### config.mk
export PLATFORM = sky130hd
export DESIGN_NAME = ucs_front
export DESIGN_NICKNAME = d
export VERILOG_FILES = /design/src/sv/ucs_pkg.sv /design/src/sv/ucs_front.sv
export SDC_FILE = /design/constraint.sdc
export NUM_CORES = 2
export LEC_CHECK = 0
export BUFFER_PORTS_ARGS = -buffer_cell sky130_fd_sc_hd__buf_2
export CAP_MARGIN = 0
export CORE_ASPECT_RATIO = 0.9
export CORE_MARGIN = 2
export CORE_UTILIZATION = 30
export CTS_CLUSTER_SIZE = 25
export DETAILED_ROUTE_END_ITERATION = 7
export GPL_ROUTABILITY_DRIVEN = 1
export HOLD_SLACK_MARGIN = 0.06
export PLACE_DENSITY = 0.46
export REMOVE_ABC_BUFFERS = 1
export SLEW_MARGIN = 20
export SYNTH_ARGS = -nofsm -noshare
export SYNTH_HDL_FRONTEND = slang
export SYNTH_SLANG_ARGS = --single-unit
### constraint.sdc
create_clock -name i_clk -period 8.4 [get_ports i_clk]
set_input_delay 1.68 -clock i_clk [delete_from_list [all_inputs] [get_ports i_clk]]
set_output_delay 1.68 -clock i_clk [all_outputs]
set_load 0.05 [all_outputs]
### src/sv/ucs_pkg.sv
`default_nettype none
package ucs_pkg;

    localparam int unsigned MAX_DIM_DEF = 8192;

    localparam int unsigned PW = 29;
    localparam int unsigned LANES = 4;

    typedef enum logic [2:0] {
        CFG_CROP_LEFT = 3'd0,
        CFG_CROP_TOP  = 3'd1,
        CFG_CROP_COLS = 3'd2,
        CFG_CROP_ROWS = 3'd3,
        CFG_OUT_COLS  = 3'd4,
        CFG_OUT_ROWS  = 3'd5
    } t_cfg_idx;

    typedef struct packed {
        logic [12:0] rect_left;
        logic [12:0] rect_top;
        logic [13:0] rect_cols;
        logic [13:0] rect_rows;
    } t_in_item;

    typedef struct packed {
        logic [13:0] out_left;
        logic [13:0] out_top;
        logic [13:0] out_width;
        logic [13:0] out_height;
    } t_out_item;

    typedef struct packed {
        logic [12:0] cl;
        logic [12:0] ct;
        logic [13:0] cc;
        logic [13:0] cr;
        logic [13:0] sw;
        logic [13:0] sh;
        logic        scaled;
    } t_dims;

    typedef struct packed {
        logic                       valid;
        logic                       zero;
        logic [LANES-1:0][PW-1:0]   num;
    } t_prod;

    typedef struct packed {
        logic                       valid;
        logic                       zero;
        logic [LANES-1:0][13:0]     rem;
        logic [LANES-1:0][PW-1:0]   num;
        logic [LANES-1:0][PW-1:0]   quo;
    } t_div_st;

    typedef struct packed {
        logic                       valid;
        logic                       zero;
        logic [LANES-1:0][PW-1:0]   quo;
    } t_quo;

endpackage
`default_nettype wire

### src/sv/ucs_front.sv
`default_nettype none
module ucs_front (
    input  wire logic            i_clk,
    input  wire logic            i_rst_n,
    input  wire logic            i_en,
    input  wire logic            i_valid,
    input  wire ucs_pkg::t_in_item i_item,
    input  wire ucs_pkg::t_dims  i_dims,
    output ucs_pkg::t_prod       o_prod
);

    logic        r_a_valid, r_a_zero;
    logic [13:0] r_a_x, r_a_y, r_a_w, r_a_h;
    logic        n_a_zero;
    logic [13:0] n_a_x, n_a_y, n_a_w, n_a_h;
    logic [14:0] hend, vend;
    ucs_pkg::t_prod r_b, n_b;
    logic [27:0] px, py, pw, ph;

    always_comb begin
        hend = {2'b0, i_item.rect_left} + {1'b0, i_item.rect_cols};
        vend = {2'b0, i_item.rect_top} + {1'b0, i_item.rect_rows};
        n_a_zero = (i_dims.cc == 14'd0) || (i_dims.cr == 14'd0)
            || (hend < {2'b0, i_dims.cl})
            || ({2'b0, i_item.rect_left} > ({2'b0, i_dims.cl} + {1'b0, i_dims.cc}))
            || (vend < {2'b0, i_dims.ct})
            || ({2'b0, i_item.rect_top} > ({2'b0, i_dims.ct} + {1'b0, i_dims.cr}));
        if (i_item.rect_left < i_dims.cl) begin
            n_a_x = 14'd0;
            n_a_w = 14'(hend - {2'b0, i_dims.cl});
        end else begin
            n_a_x = {1'b0, i_item.rect_left - i_dims.cl};
            n_a_w = i_item.rect_cols;
        end
        if (i_item.rect_top < i_dims.ct) begin
            n_a_y = 14'd0;
            n_a_h = 14'(vend - {2'b0, i_dims.ct});
        end else begin
            n_a_y = {1'b0, i_item.rect_top - i_dims.ct};
            n_a_h = i_item.rect_rows;
        end
    end

    always_ff @(posedge i_clk) begin
        if (!i_rst_n) begin
            r_a_valid <= 1'b0;
        end else if (i_en) begin
            r_a_valid <= i_valid;
        end
    end

    always_ff @(posedge i_clk) begin
        if (i_en) begin
            r_a_zero <= n_a_zero;
            r_a_x    <= n_a_x;
            r_a_y    <= n_a_y;
            r_a_w    <= n_a_w;
            r_a_h    <= n_a_h;
        end
    end

    always_comb begin
        px = {14'd0, r_a_x} * {14'd0, i_dims.sw};
        py = {14'd0, r_a_y} * {14'd0, i_dims.sh};
        pw = {14'd0, r_a_w} * {14'd0, i_dims.sw};
        ph = {14'd0, r_a_h} * {14'd0, i_dims.sh};
        n_b.valid  = r_a_valid;
        n_b.zero   = r_a_zero;
        n_b.num[0] = {1'b0, px};
        n_b.num[1] = {1'b0, py};
        n_b.num[2] = {1'b0, pw} + {15'd0, i_dims.cc} - 29'd1;
        n_b.num[3] = {1'b0, ph} + {15'd0, i_dims.cr} - 29'd1;
    end

    always_ff @(posedge i_clk) begin
        if (!i_rst_n) begin
            r_b.valid <= 1'b0;
        end else if (i_en) begin
            r_b.valid <= n_b.valid;
        end
    end

    always_ff @(posedge i_clk) begin
        if (i_en) begin
            r_b.zero <= n_b.zero;
            r_b.num  <= n_b.num;
        end
    end

    assign o_prod = r_b;

endmodule
`default_nettype wire

==> results by group <==
Outcome
  – Outcome: finished, final reports clean

Worst setup path
  – Crit path capture: o_prod[115]
  – Worst Path Arrival: 7.96 ns
  – Critical path startpoint category: input port
  – CP startpoint: i_dims[3]
  – Reg2Reg Depth: 20
  – R2R Setup Slk: 1.41 ns
  – CP Data Required Time: 8.65 ns
  – CP Capture Type: flip-flop
  – Reg-to-reg endpoint: o_prod[115]
  – R2r startpoint: r_a_h[5]
  – Crit-path max FO: 27
  – WS Path Type: in2reg

GRT
  – Initial antenna violation count: 16
  – Vias in the first global route: 29.2k
  – M3 GR Usage: 2.11%
  – Gr usage total: 16.9%
  – Largest net degree at the start of global routing: 91
  – GR peak layer: met1
  – GR Layer Usage met1: 25.9%
  – First-pass GRT wire length: 168000 microns
  – Met2 usage: 25.2%
  – GR Overflow Total: 0

Clock network
  – Clock Tree Buf Depth: 2
  – Clk slew on worst S/H paths: 0.09 ns
  – Hold-fix buffers, CTS: 0
  – Post-CTS sizing: 0
  – CTS Buf Count: 17
  – Clock tree from TritonCTS: yes
  – Clk Latency, worst-skew pair: 0.55 ns
  – Root buf cell: clkbuf_16
  – Clk sink count: 172
  – Postcts setup bufs: 0
  – # H-tree levels: 4

Yosys
  – Sequential share of the synthesized area: 13.6%
  – Warnings, synthesis: 0
  – Largest cells by area after synthesis: fa_1 (32%), ha_1 (17%), edfxtp_1 (14%), inv_1 (7.7%), and2_1 (5.5%)
  – Yosys top cell by area: fa_1
  – Asr flop ratio synth: 0%
  – Yosys cell types: 79
  – Top cell type's share of synthesized area: 31.9%
  – Mapped Cells: 4077
  – Main synth FF type: edfxtp_1
  – Avg Cell Area, Syn: 9.26 sq um
  – Synthesized area: 37700 sq um
  – Number of synthesized flops with an enable pin: 170
  – Number of synthesized register bits: 172

Floorplanning
  – Core area: 125000 sq um
  – Die Span Y: 340 microns
  – Site Rows: 123
  – Die W: 378 microns
  – Die ar.: 129000 sq um
  – Initial Util: 30.2%
  – IO Pins: 259

Hold path
  – Min-Delay Path Class: reg2reg

STA
  – Setup Skew: 0.0215 ns
  – Final min period: 7.71 ns
  – RSZ-0062 raised after global routing: false
  – # setup viols final: 0
  – Period utilization: 91.8%
  – Final Hold Viols: 0
  – Max Clk Rate: 0.130 GHz
  – Max-slew violation count: 0
  – Setup TNS: 0 ns
  – Slew @ Worst Pin: 0.945 ns
  – Slew margin rel.: 36.4%

Detailed routing
  – Initial DRC Count: 1326
  – Post-DR wirelength/cell: 17.7 microns
  – Via density: 4.67
  – Post-route ant nets: 0
  – # DRC: 0
  – Drt total wl: 105000 microns
  – Via count: 27.8k
  – First-pass DRT Iterations: 5

Job
  – Max-cap violations: 0

Layout
  – # fillers: 13.2k
  – Area of the multi-input gates: 29200 sq um
  – Most frequent cells in the layout: inv_1 (775), fa_1 (602), nand2_1 (532)
  – Area Growth Syn to Fin: 9.86%
  – # nets final: 5513
  – Most common cell after layout, fill and taps aside: inv_1
  – Reg area: 5140 sq um
  – Share of cells above drive strength 1: 8.25%

Place
  – Routability congestion estimate: 0.824
  – Post-DP HPWL: 87800 microns
  – IO Port Bufs: 255
-- registers in the layout, indices dropped and copies added (netlist names) --
| register | flops |
|---|---|
| r_a_zero | 1 |
| o_prod | 116 |
| r_a_h | 14 |
| r_a_valid | 1 |
| r_a_w | 14 |
| r_a_x | 13 |
| r_a_y | 13 |
-- stage by stage --
stage / cells / utilization (%) / hold WS [ns] / instance area (sq um) / setup WS, ns
after floorplan: 3943 / - / 0.400 / 37200 / 1.34
after global placement: 5920 / 32.7 / 0.406 / 40900 / 0.261
after detailed placement: 5920 / 32.7 / 0.422 / 40900 / 0.208
after CTS: 5952 / 33.2 / 0.431 / 41400 / 0.809
after global routing: 5953 / 33.2 / 0.449 / 41500 / 0.475
final: 5956 / 33.2 / 0.427 / 41500 / 0.691
-- routing by layer --
layer	wire length (microns)	part of all wire (%)	vias up
met5	24	0.023	-
li1	-	-	13300
met1	55600	53	13900
met2	43900	42	454
met3	3950	3.8	56
met4	1680	1.6	4
-- critical path, stage by stage --
cell      delay (ns)
buf_2           0.46
nand2_1         0.13
fa_1            0.50
fa_1            0.56
inv_1           0.05
fa_1            0.48
fa_1            0.50
fa_1            0.49
inv_1           0.05
fa_1            0.47
inv_1           0.05
ha_1            0.29
buf_4           0.14
a31oi_1         0.20
o21ai_0         0.57
a21boi_0        0.21
buf_4           0.21
o31ai_1         0.68
o311ai_0        0.22
-- final cells by class --
type | count | share of cell area [%]
sequential | 172 | 12.4
tap | 1687 | 5.09
antenna | 4 | 0.0241
clock inverter | 15 | 0.365
inverter | 775 | 7.02
multi-input combinational | 2996 | 70.3
clock buffer | 17 | 1.03
timing repair buffer | 290 | 3.73
-- cell families after synthesis --
family / Yosys count / synth area share, %
compound gates: 490 / 8.58
xor+xnor: 162 / 3.76
fa+ha+maj: 1120 / 49.1
buf+inv: 910 / 9.12
flops: 172 / 13.6
mux: 4 / 0.109
other cells: 1 / 0.00994
simple gates: 1218 / 15.7
-- cells in the mapped netlist, types with 35 or more instances --
cell / count
edfxtp_1: 170
nand2_1: 532
clkbuf_1: 129
o21ai_0: 99
nor3_1: 53
inv_1: 775
nor2_1: 116
fa_1: 602
nand3_1: 35
a21oi_1: 136
and2_1: 334
xnor2_1: 97
a21o_1: 50
ha_1: 518
xor2_1: 65
-- worst min-delay path by stage --
| stage | start | endpoint | slack, ns | cells past startpoint |
|---|---|---|---|---|
| 2_1_floorplan | r_a_zero | o_prod[116] | 0.40 | 0 |
| 3_3_place_gp | r_a_zero | o_prod[116] | 0.41 | 0 |
| 3_5_place_dp | r_a_zero | o_prod[116] | 0.42 | 0 |
| 4_1_cts | r_a_zero | o_prod[116] | 0.43 | 0 |
| 5_1_grt | r_a_zero | o_prod[116] | 0.45 | 0 |
| 6_report | r_a_zero | o_prod[116] | 0.43 | 0 |
Power is not shown: default switching activity piles up to over one toggle a cycle in this logic, so the estimate is an artifact.
