**src/sv/ucs_pkg.sv**
```systemverilog
`default_nettype none
package ucs_pkg;

    localparam int unsigned MAX_DIM_DEF = 8192;

    localparam int unsigned PW = 29;
    localparam int unsigned LANES = 4;

    typedef enum logic [2:0] {
        CFG_CROP_LEFT = 3'd0,
        CFG_CROP_TOP  = 3'd1,
        CFG_CROP_COLS = 3'd2,
        CFG_CROP_ROWS = 3'd3,
        CFG_OUT_COLS  = 3'd4,
        CFG_OUT_ROWS  = 3'd5
    } t_cfg_idx;

    typedef struct packed {
        logic [12:0] rect_left;
        logic [12:0] rect_top;
        logic [13:0] rect_cols;
        logic [13:0] rect_rows;
    } t_in_item;

    typedef struct packed {
        logic [13:0] out_left;
        logic [13:0] out_top;
        logic [13:0] out_width;
        logic [13:0] out_height;
    } t_out_item;

    typedef struct packed {
        logic [12:0] cl;
        logic [12:0] ct;
        logic [13:0] cc;
        logic [13:0] cr;
        logic [13:0] sw;
        logic [13:0] sh;
        logic        scaled;
    } t_dims;

    typedef struct packed {
        logic                       valid;
        logic                       zero;
        logic [LANES-1:0][PW-1:0]   num;
    } t_prod;

    typedef struct packed {
        logic                       valid;
        logic                       zero;
        logic [LANES-1:0][13:0]     rem;
        logic [LANES-1:0][PW-1:0]   num;
        logic [LANES-1:0][PW-1:0]   quo;
    } t_div_st;

    typedef struct packed {
        logic                       valid;
        logic                       zero;
        logic [LANES-1:0][PW-1:0]   quo;
    } t_quo;

endpackage
`default_nettype wire

```
**src/sv/ucs_back.sv**
```systemverilog
`default_nettype none
module ucs_back (
    input  wire logic           i_clk,
    input  wire logic           i_rst_n,
    input  wire logic           i_en,
    input  wire ucs_pkg::t_quo  i_quo,
    input  wire ucs_pkg::t_dims i_dims,
    output logic                o_valid,
    output ucs_pkg::t_out_item  o_item
);

    localparam int unsigned PW = ucs_pkg::PW;

    logic          r_c_valid, r_c_zero;
    logic [PW-1:0] r_c_x, r_c_y, n_c_x, n_c_y;
    logic [PW:0]   r_c_w, r_c_h, n_c_w, n_c_h;

    logic                  r_valid;
    ucs_pkg::t_out_item    r_item, n_item;
    logic [PW+1:0]         sum_x, sum_y;
    logic signed [PW+1:0]  wf, hf;

    always_comb begin
        n_c_x = i_quo.quo[0];
        n_c_y = i_quo.quo[1];
        n_c_w = {1'b0, i_quo.quo[2]};
        n_c_h = {1'b0, i_quo.quo[3]};
        if (n_c_x[0]) begin
            n_c_x[0] = 1'b0;
            n_c_w    = n_c_w + (PW+1)'(1);
        end
        if (n_c_y[0]) begin
            n_c_y[0] = 1'b0;
            n_c_h    = n_c_h + (PW+1)'(1);
        end
        if (n_c_w[0]) n_c_w = n_c_w + (PW+1)'(1);
        if (n_c_h[0]) n_c_h = n_c_h + (PW+1)'(1);
        if (i_dims.scaled) begin
            if (n_c_x != '0) begin
                n_c_x = n_c_x - PW'(2);
                n_c_w = n_c_w + (PW+1)'(2);
            end
            if (n_c_y != '0) begin
                n_c_y = n_c_y - PW'(2);
                n_c_h = n_c_h + (PW+1)'(2);
            end
            n_c_w = n_c_w + (PW+1)'(2);
            n_c_h = n_c_h + (PW+1)'(2);
        end
    end

    always_ff @(posedge i_clk) begin
        if (!i_rst_n) begin
            r_c_valid <= 1'b0;
        end else if (i_en) begin
            r_c_valid <= i_quo.valid;
        end
    end

    always_ff @(posedge i_clk) begin
        if (i_en) begin
            r_c_zero <= i_quo.zero;
            r_c_x    <= n_c_x;
            r_c_y    <= n_c_y;
            r_c_w    <= n_c_w;
            r_c_h    <= n_c_h;
        end
    end

    always_comb begin
        sum_x = {2'b0, r_c_x} + {1'b0, r_c_w};
        sum_y = {2'b0, r_c_y} + {1'b0, r_c_h};
        if (sum_x > {(PW-12)'(0), i_dims.sw}) begin
            wf = $signed({(PW-12)'(0), i_dims.sw}) - $signed({2'b0, r_c_x});
        end else begin
            wf = $signed({1'b0, r_c_w});
        end
        if (sum_y > {(PW-12)'(0), i_dims.sh}) begin
            hf = $signed({(PW-12)'(0), i_dims.sh}) - $signed({2'b0, r_c_y});
        end else begin
            hf = $signed({1'b0, r_c_h});
        end
        if (r_c_zero || wf[PW+1] || (wf == '0) || hf[PW+1] || (hf == '0)) begin
            n_item = '0;
        end else begin
            n_item.out_left   = r_c_x[13:0];
            n_item.out_top    = r_c_y[13:0];
            n_item.out_width  = wf[13:0];
            n_item.out_height = hf[13:0];
        end
    end

    always_ff @(posedge i_clk) begin
        if (!i_rst_n) begin
            r_valid <= 1'b0;
        end else if (i_en) begin
            r_valid <= r_c_valid;
        end
    end

    always_ff @(posedge i_clk) begin
        if (i_en) begin
            r_item <= n_item;
        end
    end

    assign o_valid = r_valid;
    assign o_item  = r_item;

endmodule
`default_nettype wire

```
**config.mk**
```make
export PLATFORM = sky130hd
export DESIGN_NAME = ucs_back
export DESIGN_NICKNAME = d
export VERILOG_FILES = /design/src/sv/ucs_pkg.sv /design/src/sv/ucs_back.sv
export SDC_FILE = /design/constraint.sdc
export NUM_CORES = 1
export LEC_CHECK = 0
export ABC_CLOCK_PERIOD_IN_PS = 6150
export BUFFER_PORTS_ARGS = -buffer_cell sky130_fd_sc_hd__clkbuf_2
export CAP_MARGIN = 20
export CORE_ASPECT_RATIO = 1.5
export CORE_MARGIN = 8
export CORE_UTILIZATION = 55
export CTS_CLUSTER_DIAMETER = 100
export DETAILED_ROUTE_END_ITERATION = 16
export PLACE_DENSITY = 0.76
export SLEW_MARGIN = 20
export SYNTH_ARGS = -nofsm -noshare
export SYNTH_HDL_FRONTEND = slang
export SYNTH_SLANG_ARGS = --single-unit
```
**constraint.sdc**
```tcl
create_clock -name i_clk -period 6.15 [get_ports i_clk]
set_input_delay 1.5375 -clock i_clk [delete_from_list [all_inputs] [get_ports i_clk]]
set_output_delay 1.5375 -clock i_clk [all_outputs]
set_load 0.05 [all_outputs]
```
==> summary.md, run 1 <==
| Metric | Value |
|---|---|
| Cell variety after synth | 106 |
| Synth Flop Type | edfxtp_1 |
| Syn Inst Count | 2,353 |
| GRT Residual Overflow | 0 |
| Hold path endpoint | r_c_valid |
| CTS tree | built |
| Worst-path clk slew | roughly 0.07 ns |
| Layout Cells excl Fill | 3,161 |
| Final worst-path cycle share | between 90% and 100% |
| Top cell family by delay on the critical path | simple AND/OR/NAND/NOR gates |
| Worst-path maximum fanout | 34 |
| Rel. slew slack | 26.9% |
| Worst path max stage delay | about 0.54 ns |
| Final net count | 2,999 |
| RSZ-0062 raised after global routing | false |
| Leading cell type in the layout, fill and taps excluded | clkbuf_2 |
| Port Buffer Count | roughly 200 |
| First-pass GRT wire length | 96,000 um |
| Total power | 4.22 mW |
| Crit path arrival time | 6.05 ns |
| Final Hold Fails | 0 |
| Filler cells | 3,117 |
| Critical Path Source Type | flip-flop |
| Worst skew pair latency | 0.46 ns |
| DRC | 0 |
| Row Count | 85 |
| Detailed-route via count | 19,800 |
| Syn_area_per_cell | between 8 and 9 sq um |
| Post-DP Area | 22,300 sq um |
| Die height | 248 um |
| Fin crit period | 5.81 ns |
| Main combinational cell family by area after synthesis | simple AND/OR/NAND/NOR gates |
| FF+latch count, synth | 173 |
| Post-synth EDFFs | 171 |
| Critical path class | flip-flop to flip-flop |
| Area growth syn-to-layout | 16.7% |
| Mux cell area share after synthesis | 2.07% |
| Die X | 170 um |
| Number of global-route vias before repair | around 19,000 |
| CP Capture Type | flip-flop |
| Worst VDD drop | about 170 uV |
| Reg2Reg Setup Slack | ~0.34 ns |
| Cell area after layout | 22,900 sq um |
| Clk buf depth | 2 |
| Mapped Area | 19,700 sq um |
| Worst hold path depth | 2 |
| Clk Tree Root Cell | clkbuf_16 |
| Initial antenna violation count | 0 |
| Worst endpoint required time | 6.39 ns |
| First-pass detailed-route iteration total | 6 |
| Most frequent cells in the layout | 203 x clkbuf_2, 196 x nand2_1, 173 x buf_4 |
| Largest net degree at the start of global routing | approximately 110 |
| Post-DRT Antenna Nets | 0 |
| Synthesis warning total | 0 |
| Pwr per Cell Area | 184 nW/um^2 |
| Core ar. | 35,500 sq um |
| R2r startpoint | r_c_h[2] |
| # clock sinks | 173 |
| Hold path start | r_c_valid |
| Ports | 261 |
| Gpl congestion | between 0.9 and 1 |
| Vias per inst | between 6 and 7 |
| Synth Area in Simple Gates | 27.7% |
| Full die area | between 40,000 and 50,000 sq um |
| Synth Area in XOR/XNOR | 12.5% |
| Synth Area in Compound Gates | 19.1% |
| GRT Overall Usage | between 20 and 30% |
| Placed cells | 3,128 |
| Post-CTS Setup Repair Bufs | 0 |
| Max stage delay cell, worst path | or4_1 |
| R2R cell count | 26 |
| Drt wl/cell | 19.0 um |
| Post-synth ARST share | 0% |
| Layout cells sized above 1 | between 10% and 20% |
| Max-slew violations | 0 |
| Worst-margin pin slew | 1.09 ns |
| Initial DRC Count | 1,371 |
| CTS Buf Count | 17 |
| P_leak | 9.01 nW |
| Status | complete, no violations |
| Max-cap violation count | 0 |
| Bufs and invs on worst path | 3 |
| CTS HTree Levels | 4 |
| Achievable frequency | 172 MHz |
| WL final | ~60,000 um |
| R2r endpoint | o_item[20] |
| Synth Area in Adders | 8.17% |
| Min-Delay Path Class | flip-flop to flip-flop |
| Setup Skew | 0.0117 ns |
| Initial Util | 55.3% |
| Dpl hpwl | 49,700 um |
| Final setup viols | 0 |
| Register area share after synthesis | 26.3% |
==> repair_timing <==
item | CTS | global route
gates resized for setup | 1 | 11
endpoints found under the setup margin | 1 | 55
hold buffers | 0 | 0
==> through the flow <==
stage	setup TNS (ns)	util [%]	hold slack [ns]	setup slack, ns
6_report	0	64.6	0.524	0.341
5_1_grt	0	64.6	0.569	0.00562
4_1_cts	0	64.5	0.526	0.0293
3_5_place_dp	-0.217	62.8	0.511	-0.0565
3_3_place_gp	0	62.8	0.502	0.0226
2_1_floorplan	0	-	0.482	0.293
==> power by group <==
| part | total, mW | internal [mW] | switching (mW) |
|---|---|---|---|
| Combinational | 1.63 | 0.673 | 0.954 |
| Sequential | 1.48 | 1.39 | 0.0895 |
| Clock | 1.10 | 0.580 | 0.525 |
==> cell type report <==
type                            count  area [sq um]  area share [%]
Clock inverter                     15           173           0.753
Multi-Input combinational cell   1991         13800            60.0
Tap cell                          478           598            2.61
Timing Repair Buffer              381          2410            10.5
Clock buffer                       17           425            1.85
Inverter                          105           394            1.72
Antenna cell                        1          2.50          0.0109
Sequential cell                   173          5170            22.6
==> cell usage after synthesis (23+ instances only) <==
master / number / share of area (%)
nor2b_1: 37 / 1.2
and3_1: 27 / 0.86
or3_1: 25 / 0.80
edfxtp_1: 171 / 26
nor3_1: 89 / 2.3
a31oi_1: 29 / 0.92
o21ai_0: 105 / 2.7
nor2_1: 157 / 3.0
or4_1: 25 / 0.95
a21oi_1: 123 / 3.1
nand4_1: 73 / 2.3
inv_1: 105 / 2.0
clkbuf_1: 55 / 1.1
nand2b_1: 28 / 0.89
xor2_1: 111 / 4.9
ha_1: 122 / 7.8
or2_2: 23 / 0.73
nand3_1: 83 / 2.1
a21o_1: 36 / 1.4
mux2i_1: 35 / 1.8
nand2_1: 196 / 3.7
xnor2_1: 165 / 7.4
nor4_1: 110 / 3.5
==> registers in the layout, indices dropped and copies added, names as in the netlist <==
register / count
r_c_x: 28
r_c_y: 28
o_valid: 1
r_c_zero: 1
o_item: 54
r_c_h: 30
r_c_w: 30
r_c_valid: 1
==> worst max path at each step <==
| stage | startpoint | to | slack [ns] | depth (start not counted) |
|---|---|---|---|---|
| floorplan | i_quo[87] | r_c_h[27] | 0.29 | 16 |
| global placement | r_c_y[2] | o_item[15] | 0.02 | 26 |
| detailed placement | i_quo[87] | r_c_h[27] | -0.06 | 17 |
| CTS | r_c_y[2] | o_item[15] | 0.03 | 26 |
| global route | i_quo[87] | r_c_h[27] | 0.006 | 17 |
| finish | r_c_h[2] | o_item[20] | 0.34 | 26 |
==> per-layer routing <==
metal  track usage [%]  wire length, um  part of all wire (%)
met1              30.8            23600                    39
met2              51.3            30800                    51
met3              3.10             2780                   4.6
met4              14.7             2870                   4.8
met5                 0                0                     0
==> cells by family (layout without fill, tap and decap cells) <==
kind of cell,Yosys count,in the layout
and+or+nand+nor,992,992
AOI/OAI and AO/OA,550,550
xor gates and xnor gates,279,279
buffers and inverters,192,518
DFF,173,173
adders and majority gates,126,126
muxes,40,40
other,1,5
==> worst register-to-register path: stages, from the launching register on <==
cell and delay [ns]:
edfxtp_1 0.47, ha_1 0.32, a21o_1 0.16, a21oi_1 0.22, nor2b_1 0.11, o21a_1 0.19, o21ai_0 0.24, nand2b_1 0.11
a21oi_2 0.20, o21bai_1 0.09, a21oi_1 0.18, xnor2_1 0.14, ha_1 0.26, nor2b_1 0.14, o21ai_1 0.19, nand2_1 0.09
o21ai_1 0.19, buf_4 0.14, o2111ai_1 0.13, nor4_2 0.29, o2111ai_1 0.13, or4_1 0.54, nor4_2 0.26, buf_4 0.18
nor2_2 0.08, buf_12 0.19, nor4_1 0.36
No activity file was read; power rests on OpenSTA's default activity.
==> inputs of run 2 (changes only) <==
- ABC_CLOCK_PERIOD_IN_PS: 6150 -> 5300
- clock period: 6.15 -> 5.3 ns (I/O delays scaled with it)
==> summary.md, run 2 (synthesis results as in run 1) <==
| Metric | Value |
|---|---|
| Status | finished with violations (was complete, no violations) |
| Failing checks | negative setup slack |
| Drt wl/cell | 19.6 um (was 19.0 um) |
| P_leak | 10.3 nW (was 9.01 nW) |
| Leading cell type in the layout, fill and taps excluded | buf_4 (was clkbuf_2) |
| Die X | 170 um (unchanged) |
| Worst setup startpoint | r_c_h[1] (was r_c_h[2]) |
| Reg2Reg Setup Slack | -0.06 ns (was 0.34 ns) |
| Layout cells sized above 1 | 28.3% (was 18.6%) |
| Setup Skew | 0.0105 ns (was 0.0117 ns) |
| Final worst-path cycle share | 101% (was 94.4%) |
| Final Hold Fails | 0 (unchanged) |
| CTS tree | built (unchanged) |
| WL final | 67,100 um (was 60,000 um) |
| Layout Cells excl Fill | 3,418 (was 3,161) |
| DRC | 0 (unchanged) |
| Final setup viols | 2 (was 0) |
| Number of global-route vias before repair | 20,700 (was 19,500) |
| Dpl hpwl | 53,200 um (was 49,700 um) |
| Critical path class | flip-flop to flip-flop (unchanged) |
| Post-DRT Antenna Nets | 0 (unchanged) |
| GRT Residual Overflow | 0 (unchanged) |
| First-pass GRT wire length | 103,000 um (was 96,000 um) |
| Final WS setup | -0.0616 ns (was 0.341 ns) |
| Area growth syn-to-layout | 30.1% (was 16.7%) |
| Largest net degree at the start of global routing | 89 (was 109) |
| Min-Delay Path Class | flip-flop to flip-flop (unchanged) |
| Max-cap violation count | 0 (unchanged) |
| Critical Path Sink | o_item[45] (was o_item[20]) |
| Full die area | 42,200 sq um (unchanged) |
| Rel. slew slack | 45.6% (was 26.9%) |
| Ports | 261 (unchanged) |
| Core ar. | 35,500 sq um (unchanged) |
| Pwr per Cell Area | 206 nW/um^2 (was 184 nW/um^2) |
| Cell area after layout | 25,600 sq um (was 22,900 sq um) |
| Max stage delay cell, worst path | or4_4 (was or4_1) |
| Most frequent cells in the layout | 418 x buf_4, 203 x clkbuf_2, 195 x nand2_1 (was 203 x clkbuf_2, 196 x nand2_1, 173 x buf_4) |
| Clk buf depth | 2 (unchanged) |
| R2r startpoint | r_c_h[1] (was r_c_h[2]) |
| Clk Tree Root Cell | clkbuf_16 (unchanged) |
| First-pass detailed-route iteration total | 6 (unchanged) |
| RSZ-0062 raised after global routing | true (was false) |
| Detailed-route via count | 21,300 (was 19,800) |
| Worst path max stage delay | 0.45 ns (was 0.54 ns) |
| Crit path arrival time | 5.60 ns (was 6.05 ns) |
| Initial Util | 55.3% (unchanged) |
| # clock sinks | 173 (unchanged) |
| CP Capture Type | flip-flop (unchanged) |
| CTS HTree Levels | 4 (unchanged) |
| Post-placement setup slack | -0.470 ns (was -0.0565 ns) |
| R2r endpoint | o_item[45] (was o_item[20]) |
| Port Buffer Count | 204 (unchanged) |
| Achievable frequency | 187 MHz (was 172 MHz) |
| Die height | 248 um (unchanged) |
| Placed cells | 3,366 (was 3,128) |
| Post-CTS Hold Fix Bufs | 0 (unchanged) |
| Post-DP Area | 24,200 sq um (was 22,300 sq um) |
| Gpl congestion | 0.950 (was 0.971) |
| Final net count | 3,257 (was 2,999) |
| Antenna cells | 0 (was 1) |
| Worst-path clk slew | 0.07 ns (about the same) |
| Max-slew violations | 0 (unchanged) |
| Worst-margin pin slew | 0.816 ns (was 1.09 ns) |
| Crit path top cell by count | buf_4 |
| Initial antenna violation count | 0 (unchanged) |
| Fin crit period | 5.36 ns (was 5.81 ns) |
| Worst skew pair latency | 0.45 ns (was 0.46 ns) |
| Worst VDD drop | 191 uV (was 165 uV) |
| Vias per inst | 6.23 (was 6.25) |
| R2R cell count | 25 (was 26) |
| Worst-path maximum fanout | 7 (was 34) |
| Initial DRC Count | 1,819 (was 1,371) |
| Worst hold slack | 0.530 ns (was 0.524 ns) |
| Max reg flops | 54 (unchanged) |
| Filler cells | 2,849 (was 3,117) |
| Worst endpoint required time | 5.53 ns (was 6.39 ns) |
| Row Count | 85 (unchanged) |
| GRT Overall Usage | 30.0% (was 27.8%) |
| CTS Buf Count | 17 (unchanged) |
| Critical Path Source Type | flip-flop (unchanged) |
run 2: cell types whose count changed in the layout (fill, tap and decap cells not counted), moves of 5 or more:
cell	before	now
a211oi_2	0	6
nor4_4	0	14
o21ai_0	102	97
nor4_1	104	77
a211oi_1	15	9
buf_6	1	11
buf_4	173	418
nor4_2	11	24
run 2: metal layers:
metal	track usage (%)	vias up	wire length (um)
met5	0	-	0
met4	16.0	0	3630
met3	3.45	260	3280
met2	56.3	883	34700
met1	32.3	10000	25500
li1	-	10100	-
run 2: how the worst min path moves through the flow:
stage	startpoint	slack [ns]	to	cells after the start
2_1_floorplan	r_c_valid	0.48	r_c_valid	2
3_3_place_gp	r_c_valid	0.50	r_c_valid	2
3_5_place_dp	o_valid	0.52	o_valid	2
4_1_cts	r_c_valid	0.53	o_valid	2
5_1_grt	r_c_valid	0.56	o_valid	2
6_report	o_valid	0.53	o_valid	2
run 2: where the power goes:
part           leakage (nW)  switching [mW]  internal [mW]
combinational          8.31            1.26          0.987
sequential             1.74           0.102           1.62
clock                 0.288           0.587          0.711
total                  10.3            1.95           3.32
run 2: worst max-delay path, delay by kind of cell (launching register included):
kind	cells	cell delay, ns
XOR/XNOR	1	0.12
AND/OR/NAND/NOR	6	1.62
AO/OA/AOI/OAI	7	1.16
adder cells (fa/ha/maj)	3	0.83
flip-flops	1	0.44
buffers and inverters	8	1.00
run 2: through the flow:
| step | TNS (ns) | util [%] | power [mW] |
|---|---|---|---|
| floorplan | -0.0511 | - | 3.00 |
| global placement | -12.50 | 68.0 | 3.76 |
| detailed placement | -23.25 | 68.0 | 3.83 |
| CTS | 0 | 70.5 | 5.16 |
| global route | -11.31 | 72.0 | 5.52 |
| finish | -0.0851 | 72.0 | 5.27 |
run 2: final cells by class:
type                            count  area [sq um]  share of cell area, %
Sequential cell                   173          5170                   20.2
Tap cell                          478           598                   2.34
Multi-Input combinational cell   1992         14400                   56.3
Clock inverter                     15           179                  0.700
Timing Repair Buffer              638          4410                   17.2
Clock buffer                       17           425                   1.66
Inverter                          105           394                   1.54
run 2: timing repair:
item | 4_1_cts | 5_1_grt
pin swaps | 10 | 36
setup buffers | 10 | 7
endpoints found under the setup margin | 54 | 68
endpoints found under the hold margin | 0 | 0
resized for setup | 30 | 90
gates cloned | 3 | 0
